===== config.mk =====
export PLATFORM = sky130hd
export DESIGN_NAME = branch_target_buffer_2bit
export DESIGN_NICKNAME = d
export VERILOG_FILES = /design/src/sv/bt2_pkg.sv /design/src/sv/bt2_table.sv /design/src/sv/branch_target_buffer_2bit.sv
export SDC_FILE = /design/constraint.sdc
export NUM_CORES = 1
export LEC_CHECK = 0
export BUFFER_PORTS_ARGS = -buffer_cell sky130_fd_sc_hd__buf_2
export CAP_MARGIN = 20
export CORE_ASPECT_RATIO = 1.4
export CORE_MARGIN = 5
export CORE_UTILIZATION = 30
export CTS_BUF_LIST = sky130_fd_sc_hd__clkbuf_8
export CTS_CLUSTER_DIAMETER = 200
export DETAILED_ROUTE_END_ITERATION = 12
export GPL_TIMING_DRIVEN = 0
export PLACE_DENSITY = 0.5
export SYNTH_ARGS = -nofsm -noshare
export SYNTH_HDL_FRONTEND = slang
export SYNTH_SLANG_ARGS = --single-unit

===== constraint.sdc =====
create_clock -name clk -period 4.5 [get_ports clk]
set_input_delay 0.45 -clock clk [delete_from_list [all_inputs] [get_ports clk]]
set_output_delay 0.45 -clock clk [all_outputs]
set_load 0.1 [all_outputs]

===== src/sv/bt2_pkg.sv =====
package bt2_pkg;

    localparam int ADDR_W  = 32;
    localparam int CNT_W   = 2;
    localparam int IN_DATA_W  = 72;
    localparam int OUT_DATA_W = 72;

    localparam logic [CNT_W-1:0] CNT_STRONG_TAKEN     = 2'd3;
    localparam logic [CNT_W-1:0] CNT_STRONG_NOT_TAKEN = 2'd0;

    typedef enum logic
    {
        KIND_ALLOC   = 1'b0,
        KIND_RESOLVE = 1'b1
    } kind_t;

    typedef struct packed
    {
        kind_t              kind;
        logic [ADDR_W-1:0]  branch_addr;
        logic               already_hit;
        logic               start_taken;
        logic               actual_taken;
        logic               predicted_taken;
        logic [ADDR_W-1:0]  resolved_target;
    } item_t;

    typedef struct packed
    {
        logic               stall_res;
        logic               redirect_valid;
        logic [ADDR_W-1:0]  redirect_addr;
        logic [ADDR_W-1:0]  miss_tag;
    } result_t;

endpackage


===== src/sv/bt2_table.sv =====
module bt2_table #(
    parameter int ENTRIES = 8,
    parameter int PC_STEP = 4
) (
    input  logic            clk,
    input  logic            rst_n,
    input  logic            step_en,
    input  bt2_pkg::item_t   item,
    output bt2_pkg::result_t result
);
    import bt2_pkg::*;

    localparam int IW = $clog2(ENTRIES);

    logic [ADDR_W-1:0] branch_reg  [ENTRIES];
    logic [ADDR_W-1:0] branch_next [ENTRIES];
    logic [ADDR_W-1:0] target_reg  [ENTRIES];
    logic [ADDR_W-1:0] target_next [ENTRIES];
    logic [CNT_W-1:0]  cnt_reg     [ENTRIES];
    logic [CNT_W-1:0]  cnt_next    [ENTRIES];
    logic [IW-1:0]     victim_reg;
    logic [IW-1:0]     victim_next;

    logic [ENTRIES-1:0] match;
    logic               found;
    logic [IW-1:0]      slot;
    logic [CNT_W-1:0]   init_cnt;
    logic               is_alloc;

    assign is_alloc = (item.kind == KIND_ALLOC);
    assign init_cnt = item.start_taken ? CNT_STRONG_TAKEN : CNT_STRONG_NOT_TAKEN;

    // parallel compare; allocate also takes an empty entry
    always_comb
    begin
        for (int i = 0; i < ENTRIES; i++)
        begin
            match[i] = (branch_reg[i] == item.branch_addr) ||
                       (is_alloc && (branch_reg[i] == '0));
        end
    end

    // lowest matching entry wins
    always_comb
    begin
        found = |match;
        slot  = '0;
        for (int i = ENTRIES - 1; i >= 0; i--)
        begin
            if (match[i])
            begin
                slot = IW'(i);
            end
        end
    end

    always_comb
    begin
        for (int i = 0; i < ENTRIES; i++)
        begin
            branch_next[i] = branch_reg[i];
            target_next[i] = target_reg[i];
            cnt_next[i]    = cnt_reg[i];
        end
        victim_next = victim_reg;
        result      = '0;

        if (is_alloc)
        begin
            if (!item.already_hit)
            begin
                if (found)
                begin
                    branch_next[slot] = item.branch_addr;
                    cnt_next[slot]    = init_cnt;
                    result.stall_res  = 1'b1;
                end
                else
                begin
                    branch_next[victim_reg] = item.branch_addr;
                    target_next[victim_reg] = '0;
                    cnt_next[victim_reg]    = init_cnt;
                    if (victim_reg == IW'(ENTRIES - 1))
                    begin
                        victim_next = '0;
                    end
                    else
                    begin
                        victim_next = victim_reg + IW'(1);
                    end
                end
            end
        end
        else if (found)
        begin
            target_next[slot] = item.resolved_target;
            if (item.actual_taken)
            begin
                if (cnt_reg[slot] != CNT_STRONG_TAKEN)
                begin
                    cnt_next[slot] = cnt_reg[slot] + CNT_W'(1);
                end
            end
            else if (cnt_reg[slot] != CNT_STRONG_NOT_TAKEN)
            begin
                cnt_next[slot] = cnt_reg[slot] - CNT_W'(1);
            end
            if (item.actual_taken != item.predicted_taken)
            begin
                result.redirect_valid = 1'b1;
                result.miss_tag       = item.branch_addr;
                result.redirect_addr  = item.actual_taken ? item.resolved_target :
                                        item.branch_addr + ADDR_W'(PC_STEP);
            end
        end
    end

    always_ff @(posedge clk or negedge rst_n)
    begin
        if (!rst_n)
        begin
            for (int i = 0; i < ENTRIES; i++)
            begin
                branch_reg[i] <= '0;
                target_reg[i] <= '0;
                cnt_reg[i]    <= CNT_STRONG_TAKEN;
            end
            victim_reg <= '0;
        end
        else if (step_en)
        begin
            for (int i = 0; i < ENTRIES; i++)
            begin
                branch_reg[i] <= branch_next[i];
                target_reg[i] <= target_next[i];
                cnt_reg[i]    <= cnt_next[i];
            end
            victim_reg <= victim_next;
        end
    end

endmodule


===== src/sv/branch_target_buffer_2bit.sv =====
// Path: input register, then result register; the result register loads only when the
// output register is empty or m_axis_tready is high, so a stall holds the item back.
// Throughput: one item per cycle while m_axis_tready is high; the table lookup and update
// are combinational, made of the parallel compare over all entries and the priority pick.
// Reset (rst_n low, asynchronous): all entries empty with target 0 and counter
// strong taken, victim pointer 0, both pipeline registers empty.
module branch_target_buffer_2bit #(
    parameter int ENTRIES = 8,
    parameter int PC_STEP = 4
) (
    input  logic                            clk,
    input  logic                            rst_n,
    input  logic                            s_axis_tvalid,
    output logic                            s_axis_tready,
    // [31:0] branch_addr, [32] already_hit, [33] start_taken, [34] actual_taken,
    // [35] predicted_taken, [67:36] resolved_target, [71:68] zero
    input  logic [bt2_pkg::IN_DATA_W-1:0]   s_axis_tdata,
    // [0] kind
    input  logic                            s_axis_tuser,
    output logic                            m_axis_tvalid,
    input  logic                            m_axis_tready,
    // [0] stall_res, [1] redirect_valid, [33:2] redirect_addr, [65:34] miss_tag,
    // [71:66] zero
    output logic [bt2_pkg::OUT_DATA_W-1:0]  m_axis_tdata
);
    import bt2_pkg::*;

    logic    in_valid_reg;
    item_t   in_item_reg;
    item_t   in_item;
    logic    out_valid_reg;
    result_t out_res_reg;
    result_t step_res;
    logic    advance;
    logic    step_en;

    assign in_item.kind            = kind_t'(s_axis_tuser);
    assign in_item.branch_addr     = s_axis_tdata[31:0];
    assign in_item.already_hit     = s_axis_tdata[32];
    assign in_item.start_taken     = s_axis_tdata[33];
    assign in_item.actual_taken    = s_axis_tdata[34];
    assign in_item.predicted_taken = s_axis_tdata[35];
    assign in_item.resolved_target = s_axis_tdata[67:36];

    assign advance       = !out_valid_reg || m_axis_tready;
    assign step_en       = in_valid_reg && advance;
    assign s_axis_tready = !in_valid_reg || advance;

    always_ff @(posedge clk or negedge rst_n)
    begin
        if (!rst_n)
        begin
            in_valid_reg  <= 1'b0;
            out_valid_reg <= 1'b0;
        end
        else
        begin
            if (s_axis_tready)
            begin
                in_valid_reg <= s_axis_tvalid;
            end
            if (advance)
            begin
                out_valid_reg <= in_valid_reg;
            end
        end
    end

    always_ff @(posedge clk)
    begin
        if (s_axis_tvalid && s_axis_tready)
        begin
            in_item_reg <= in_item;
        end
        if (step_en)
        begin
            out_res_reg <= step_res;
        end
    end

    bt2_table #(
        .ENTRIES (ENTRIES),
        .PC_STEP (PC_STEP)
    ) u_table (
        .clk     (clk),
        .rst_n   (rst_n),
        .step_en (step_en),
        .item    (in_item_reg),
        .result  (step_res)
    );

    assign m_axis_tvalid = out_valid_reg;
    assign m_axis_tdata  = {6'd0, out_res_reg.miss_tag, out_res_reg.redirect_addr,
                            out_res_reg.redirect_valid, out_res_reg.stall_res};

endmodule


==> results.txt, run 1 <==
post-route setup TNS = 0 ps
cell row count = 108
hpwl dp = 46960 um
sw power = 0.004462 W
fin nets = 1840
post-CTS sizing = 0
Worst EP arrival = 4530 ps
Area Growth Syn to Fin = 22.67%
Combinational Power Share = 27.1%
Routed WL = 67960 um
Setup crit start kind = flop
status = finished, final reports clean
P_int = 0.008590 W
Fin. Hold Viols = 0
clock buffer count from CTS = 69
final cycle utilization of the critical path = 91.60%
DRC viols = 0
relative slew slack = 20.25%
Crit path max-delay family = simple AND/OR/NAND/NOR gates
clk_lat worst skew = 660 ps
vias after detailed routing = 13085
commonest non-fill, non-tap cell in the layout = xnor2_1
number of post-CTS setup repair buffers = 0
Crit path largest cell delay = 520 ps
gr usage total = 19.73%
initial antenna violation count = 5
Die Width = 221.9 um
clock network fraction of total power = 27.4%
clock slew at reported path FFs = 60 ps
remaining global-route overflow = 0
# setup viols final = 0
final RePlAce weighted congestion = 0.9204
clk_skew = 37.53 ps
worst-path cell chain = buf_2 > xnor2_1 > nand4_1 > nor4_1 > a21oi_2 > nand4b_2 > nor2_1 > or2_2 > clkbuf_1 > inv_1 > clkbuf_1 > and2_1
Ports = 151
min-delay worst type = input port to flop
first-pass GRT wire length = 98020 um
WP data required = 4900 ps
CP max FO = 10
CTS tree = done
vias per inst = 4.951
Sw Share = 34.19%
share of layout cells above drive strength 1 = 24.23%
sequential share of the synthesized area = 55.99%
clock period minus worst slack = 4122 ps
Worst path most repeated cell = clkbuf_1
Root Driver = clkbuf_8
mean post-synth cell area = 12.94 um2
pwr dens = 564.4 mW/mm2
max-slew violations = 0
CTS Sinks = 395
Max Root-Sink Buffers = 3
number of synthesized flops with an enable pin = 134
vias in the first global route = 14111
max_cap viols = 0
R2R Setup Slk = 380 ps
Unique masters post-synth = 41
async set or reset register ratio after synthesis = 66.08%
most frequent cells in the layout = xnor2_1, dfrtp_1, buf_2, mux2_1, edfxtp_1
H-tree Lvls = 3
max FFs per register = 256
PortBufs = 139
core area = 0.06216 mm2
DRT iter0 DRCs = 867
synth warn = 0
Leak Pwr = 9.437 nW
Peak VDD IR = 0.2016 mV
Starting Density = 30.33%
overall power = 0.01305 W
WL/cell = 25.71 um
Post-Synthesis Cells = 1457
Antenna Nets Post-Route = 0
Slew @ Worst Pin = 1196 ps
CTS Hold Bufs = 70
CP Buf/Inv Count = 4
Synth Flop Type = dfrtp_1
CP endpoint kind = flop
drt pass-1 iters = 5
RSZ-0062 raised after global routing = false
mapped cell area = 0.01885 mm2
Sequential Power Share = 45.4%
fin util = 37.20%
Fmax achieved = 242.6 MHz
Critical Path Slowest Stage Cell = buf_2
Die ar. = 0.06802 mm2
pin count of the biggest net entering global routing = 121
Die H = 306.6 um
FF+latch count, synth = 395
Fill cells = 6106
Setup CP Type = flop to flop
-- synth_stat cells, drive strengths merged, types with 9 or more instances --
cell    count  share of area, %
a21oi      32              0.91
nand2      19              0.38
edfxtp    134                21
nand4      84               2.8
xnor2     272                13
buf        67               2.0
and2       36               1.2
mux2      258                15
clkbuf     44              0.88
nor4       74               2.5
mux2i       9              0.48
or3        10              0.33
dfrtp     261                35
nor3       16              0.48
nand3      11              0.29
xor2        9              0.42
nor2       69               1.4
-- worst register-to-register path, stage by stage, from the launching register on --
cell,delay [ps]
edfxtp_1,400
buf_2,520
xnor2_1,240
nand4_1,170
nor4_1,80
a21oi_2,420
nand4b_2,330
nor2_1,480
or2_2,240
clkbuf_1,260
inv_1,220
clkbuf_1,290
and2_1,240
-- path summary, 6_finish.rpt --
kind                                           endpoint       startpoint  cells past startpoint
max in group asynchronous       u_table.branch_reg[185]            rst_n                      4
worst min-delay path                      m_axis_tvalid    m_axis_tready                      3
min in group asynchronous        u_table.branch_reg[42]            rst_n                      2
worst max register to register         m_axis_tdata[59]  in_item_reg[64]                     12
worst min register to register            m_axis_tvalid     in_valid_reg                      1
worst max-delay path                   m_axis_tdata[59]  in_item_reg[64]                     12
-- power groups by stage --
| stage | logic, W | clock network, W | registers, W |
|---|---|---|---|
| CTS | 0.00357 | 0.00369 | 0.00591 |
| floorplan | 0.00236 | 0 | 0.00597 |
| finish | 0.00354 | 0.00358 | 0.00593 |
| detailed placement | 0.00350 | 0 | 0.00597 |
| global placement | 0.00342 | 0 | 0.00595 |
| global route | 0.00383 | 0.00384 | 0.00606 |
-- through the flow --
step                      setup WS [ps]  hold WS, ps  instances  instance area (um2)
after floorplan                   274.9        154.4       1462                18870
after global routing              194.0        99.74       2642                23120
after global placement            -1981        495.8       2426                20600
after detailed placement          323.5        436.6       2443                20920
final                             378.2        95.28       2643                23120
after CTS                         322.5        41.54       2640                23100
-- routing by layer --
layer | track usage, % | part of all wire, % | vias to the layer above
met5 | 0 | 0 | -
met4 | 11.40 | 6.2 | 0
met3 | 3.683 | 5.6 | 183
met2 | 33.26 | 48 | 458
met1 | 23.69 | 40 | 6626
li1 | - | - | 5818
-- final cells by class --
| class | count | area [um2] | area share (%) |
|---|---|---|---|
| clock inverter | 50 | 420.4 | 1.818 |
| antenna | 2 | 5.005 | 0.02164 |
| buffer | 111 | 545.5 | 2.359 |
| timing repair buffer | 227 | 1732 | 7.489 |
| clock buffer | 77 | 1060 | 4.583 |
| sequential | 395 | 10560 | 45.65 |
| multi-input combinational | 951 | 7755 | 33.54 |
| inverter | 5 | 18.77 | 0.08116 |
| tap | 825 | 1032 | 4.464 |
-- kinds of logic (layout without fill, tap and decap cells) --
kind of cell / count (synthesis) / count (layout) / synth area share (%)
other: 1 / 8 / 0.01989
DFF: 395 / 395 / 55.99
xor gates and xnor gates: 281 / 281 / 13.06
adders and majority gates: 3 / 3 / 0.1991
and+or+nand+nor: 345 / 345 / 10.34
muxes: 267 / 267 / 15.89
buffers and inverters: 116 / 470 / 2.994
AOI/OAI and AO/OA: 49 / 49 / 1.507
Note: power is estimated with default switching activity, not from simulation.
==> run 2, diff against run 1 <==
--- a/config.mk
+++ b/config.mk
@@ -5,6 +5,7 @@
 export SDC_FILE = /design/constraint.sdc
 export NUM_CORES = 1
 export LEC_CHECK = 0
+export ABC_AREA = 1
 export BUFFER_PORTS_ARGS = -buffer_cell sky130_fd_sc_hd__buf_2
 export CAP_MARGIN = 20
 export CORE_ASPECT_RATIO = 1.4
@@ -14,7 +15,7 @@
 export CTS_CLUSTER_DIAMETER = 200
 export DETAILED_ROUTE_END_ITERATION = 12
 export GPL_TIMING_DRIVEN = 0
-export PLACE_DENSITY = 0.5
+export PLACE_DENSITY = 0.49
 export SYNTH_ARGS = -nofsm -noshare
 export SYNTH_HDL_FRONTEND = slang
 export SYNTH_SLANG_ARGS = --single-unit
==> run 2 against run 1 <==
Non-clock buffer count grew 35. Global-route usage barely moved. Sequential power decreased by 2%. Critical path depth up 6. Critical endpoint is now u_table.branch_reg[40]. Fmax up 14%. Register-to-register slack better by 510 ps.
==> results.txt, run 2 <==
Area Growth Syn to Fin = 18.69%
Combinational Power Share = 33.5% (+6.4 points)
clock network fraction of total power = 24.3% (-3.1 points)
mean post-synth cell area = 7.738 um2 (-40%)
number of post-CTS setup repair buffers = 0 (unchanged)
Root Driver = clkbuf_8
vias in the first global route = 18681 (+32%)
final RePlAce weighted congestion = 0.9055 (-1.6%)
relative slew slack = 43.27% (+23 points)
# setup viols final = 0 (unchanged)
overall power = 0.01378 W (+5.6%)
Simple-Gate Fraction of Synth Area = 35.27% (+25 points)
clock buffer count from CTS = 69 (unchanged)
CP max FO = 10 (unchanged)
R2R Setup Slk = 890 ps (+510 ps)
PortBufs = 139 (unchanged)
post-route setup TNS = 0 ps (unchanged)
DRC viols = 0 (unchanged)
commonest cells in the netlist = nand2_1, nor2_1, nand3_1
Antenna Nets Post-Route = 0 (unchanged)
vias after detailed routing = 19043 (+46%)
Slew @ Worst Pin = 844.5 ps (-351.7 ps)
synth warn = 0 (unchanged)
WP data required = 5110 ps (+210 ps)
Post-Synth Adder-Cell Area = 0.1729% (-0.026 points)
clk_skew = 42.12 ps (+4.587 ps)
Starting Density = 30.28% (-0.042 points)
DRT iter0 DRCs = 1371 (+58%)
most frequent cells in the layout = nand2_1, nor2_1, nand3_1, dfrtp_1, inv_1
xor/xnor share of the synthesized area = 6.292% (-6.8 points)
pin count of the biggest net entering global routing = 104 (-14%)
hpwl dp = 58530 um (+25%)
Die H = 328.3 um (+7.1%)
Unique masters post-synth = 46 (+12%)
final cycle utilization of the critical path = 80.19% (-11 points)
sw power = 0.005543 W (+24%)
initial antenna violation count = 2 (-3)
max-slew violations = 0 (unchanged)
Sw Share = 40.23% (+6.0 points)
remaining global-route overflow = 0 (unchanged)
Fin. Hold Viols = 0 (unchanged)
number of synthesized flops with an enable pin = 134 (unchanged)
Worst EP arrival = 4220 ps (-310 ps)
Peak VDD IR = 0.2356 mV (+17%)
status = finished, final reports clean
H-tree Lvls = 3 (unchanged)
Fmax achieved = 277.1 MHz (+14%)
FF+latch count, synth = 395 (unchanged)
fin nets = 3176 (+73%)
post-synth top area share = 30.08% (-4.6 points)
Leak Pwr = 12.71 nW (+35%)
WL/cell = 19.26 um (-25%)
gr usage total = 19.73% (about the same)
share of layout cells above drive strength 1 = 12.16% (-12 points)
core area = 0.07170 mm2 (+15%)
vias per inst = 4.659 (-5.9%)
async set or reset register ratio after synthesis = 66.08% (unchanged)
P_int = 0.008236 W (-4.1%)
min-delay worst type = input port to async pin
commonest non-fill, non-tap cell in the layout = nand2_1
Synth Flop Type = dfrtp_1
Sequential Power Share = 42.2% (-3.2 points)
largest family of logic cells by synthesized area = simple AND/OR/NAND/NOR gates
most common cell in the netlist = nand2_1
Post-Synthesis Cells = 2806 (+93%)
cell row count = 116 (+7.4%)
mapped cell area = 0.02171 mm2 (+15%)
multiplexer share of the synthesized area = 0% (-16 points)
Setup crit start kind = flop
top cells by area, synth = dfrtp_1, edfxtp_1, nand2_1, nand3_1, nor2_1
Fill cells = 7643 (+25%)
fin util = 35.94% (-1.3 points)
CP endpoint kind = flop
Die Width = 237.4 um (+7.0%)
drt pass-1 iters = 5 (unchanged)
clock period minus worst slack = 3609 ps (-513.3 ps)
Yosys top cell by area = dfrtp_1
CTS Sinks = 395 (unchanged)
max FFs per register = 256 (unchanged)
Synth Area in Compound Gates = 1.786% (+0.28 points)
clk_lat worst skew = 690 ps (+30 ps)
CTS tree = done
RSZ-0062 raised after global routing = false
clock slew at reported path FFs = 60 ps (about the same)
max_cap viols = 0 (unchanged)
Routed WL = 78720 um (+16%)
Die ar. = 0.07793 mm2 (+15%)
Ports = 151 (unchanged)
sequential share of the synthesized area = 48.61% (-7.4 points)
Max Root-Sink Buffers = 3 (unchanged)
Setup CP Type = flop to flop
first-pass GRT wire length = 117000 um (+19%)
pwr dens = 534.7 mW/mm2 (-5.3%)
run 2: repair_timing:
item | in CTS | in global routing
hold buffers | 71 | 0
resized for setup | 0 | 0
endpoints found under the hold margin | 140 | 0
run 2: final timing paths:
kind | startpoint | end | depth (start not counted)
worst max-delay path | in_item_reg[58] | u_table.branch_reg[40] | 18
worst max register to register | in_item_reg[58] | u_table.branch_reg[40] | 18
min in group clk | s_axis_tdata[67] | in_item_reg[31] | 2
max in group asynchronous | rst_n | u_table.branch_reg[47] | 3
worst min register to register | m_axis_tvalid | m_axis_tvalid | 2
worst min-delay path | rst_n | u_table.branch_reg[132] | 2
run 2: kinds of logic (layout without fill, tap and decap cells):
family                     after synthesis  count (layout)
xor gates and xnor gates               156             156
DFF                                    395             395
buffers and inverters                  360             690
other                                    1               8
AOI/OAI and AO/OA                       70              70
and+or+nand+nor                       1821            1821
adders and majority gates                3               3
run 2: final cells by class:
class                   instances  area (um2)  share of cell area (%)
plain buffers                 159       950.9                   3.690
clock buffers                  81        1115                   4.326
diodes                          2       5.005                 0.01942
inverters                     201       759.5                   2.947
flip-flops and latches        395       10560                   40.96
repair buffers                214        1526                   5.923
multi-input cells            2056        9472                   36.75
well taps                     944        1181                   4.583
clock inverters                35       206.4                  0.8011
run 2: worst max-delay path, cell delays in order (launching register included):
cell      delay, ps
edfxtp_1        540
inv_1           390
nand2_1          90
nand2_1         110
nor2_1           50
nand2_1          60
nor2_1           70
nand2_1          60
nor2_1           40
nor2_1          230
nand2_1         140
nor2_2          170
nand2_4         150
nor2_8          150
nand4_1         450
nand2_2         360
buf_2           280
nand2_1          80
nand2_1          80
run 2: power by group through the flow:
stage,registers (W),logic (W),clock network [W]
final,0.00581,0.00462,0.00335
after global routing,0.00595,0.00520,0.00359
after CTS,0.00579,0.00463,0.00345
after detailed placement,0.00584,0.00456,0
after global placement,0.00585,0.00450,0
after floorplan,0.00610,0.00302,0
run 2: per-layer routing:
| layer | up-vias | track usage (%) | wire length (um) |
|---|---|---|---|
| met5 | - | 0 | 0 |
| met4 | 0 | 8.863 | 3299 |
| met3 | 150 | 2.709 | 3429 |
| met2 | 485 | 35.66 | 40730 |
| met1 | 8979 | 23.20 | 31270 |
| li1 | 9429 | - | - |
run 2: stage by stage:
step / hold WS (ps) / instances / setup WS (ps) / cell area [um2]
5_1_grt: 381.4 / 4087 / 677.7 / 25770
3_5_place_dp: 478.7 / 3898 / 942.8 / 23730
6_report: 336.4 / 4087 / 891.4 / 25770
4_1_cts: 320.9 / 4085 / 904.2 / 25770
2_1_floorplan: 154.4 / 2811 / 837.3 / 21730
3_3_place_gp: 515.4 / 3894 / -2506 / 23610
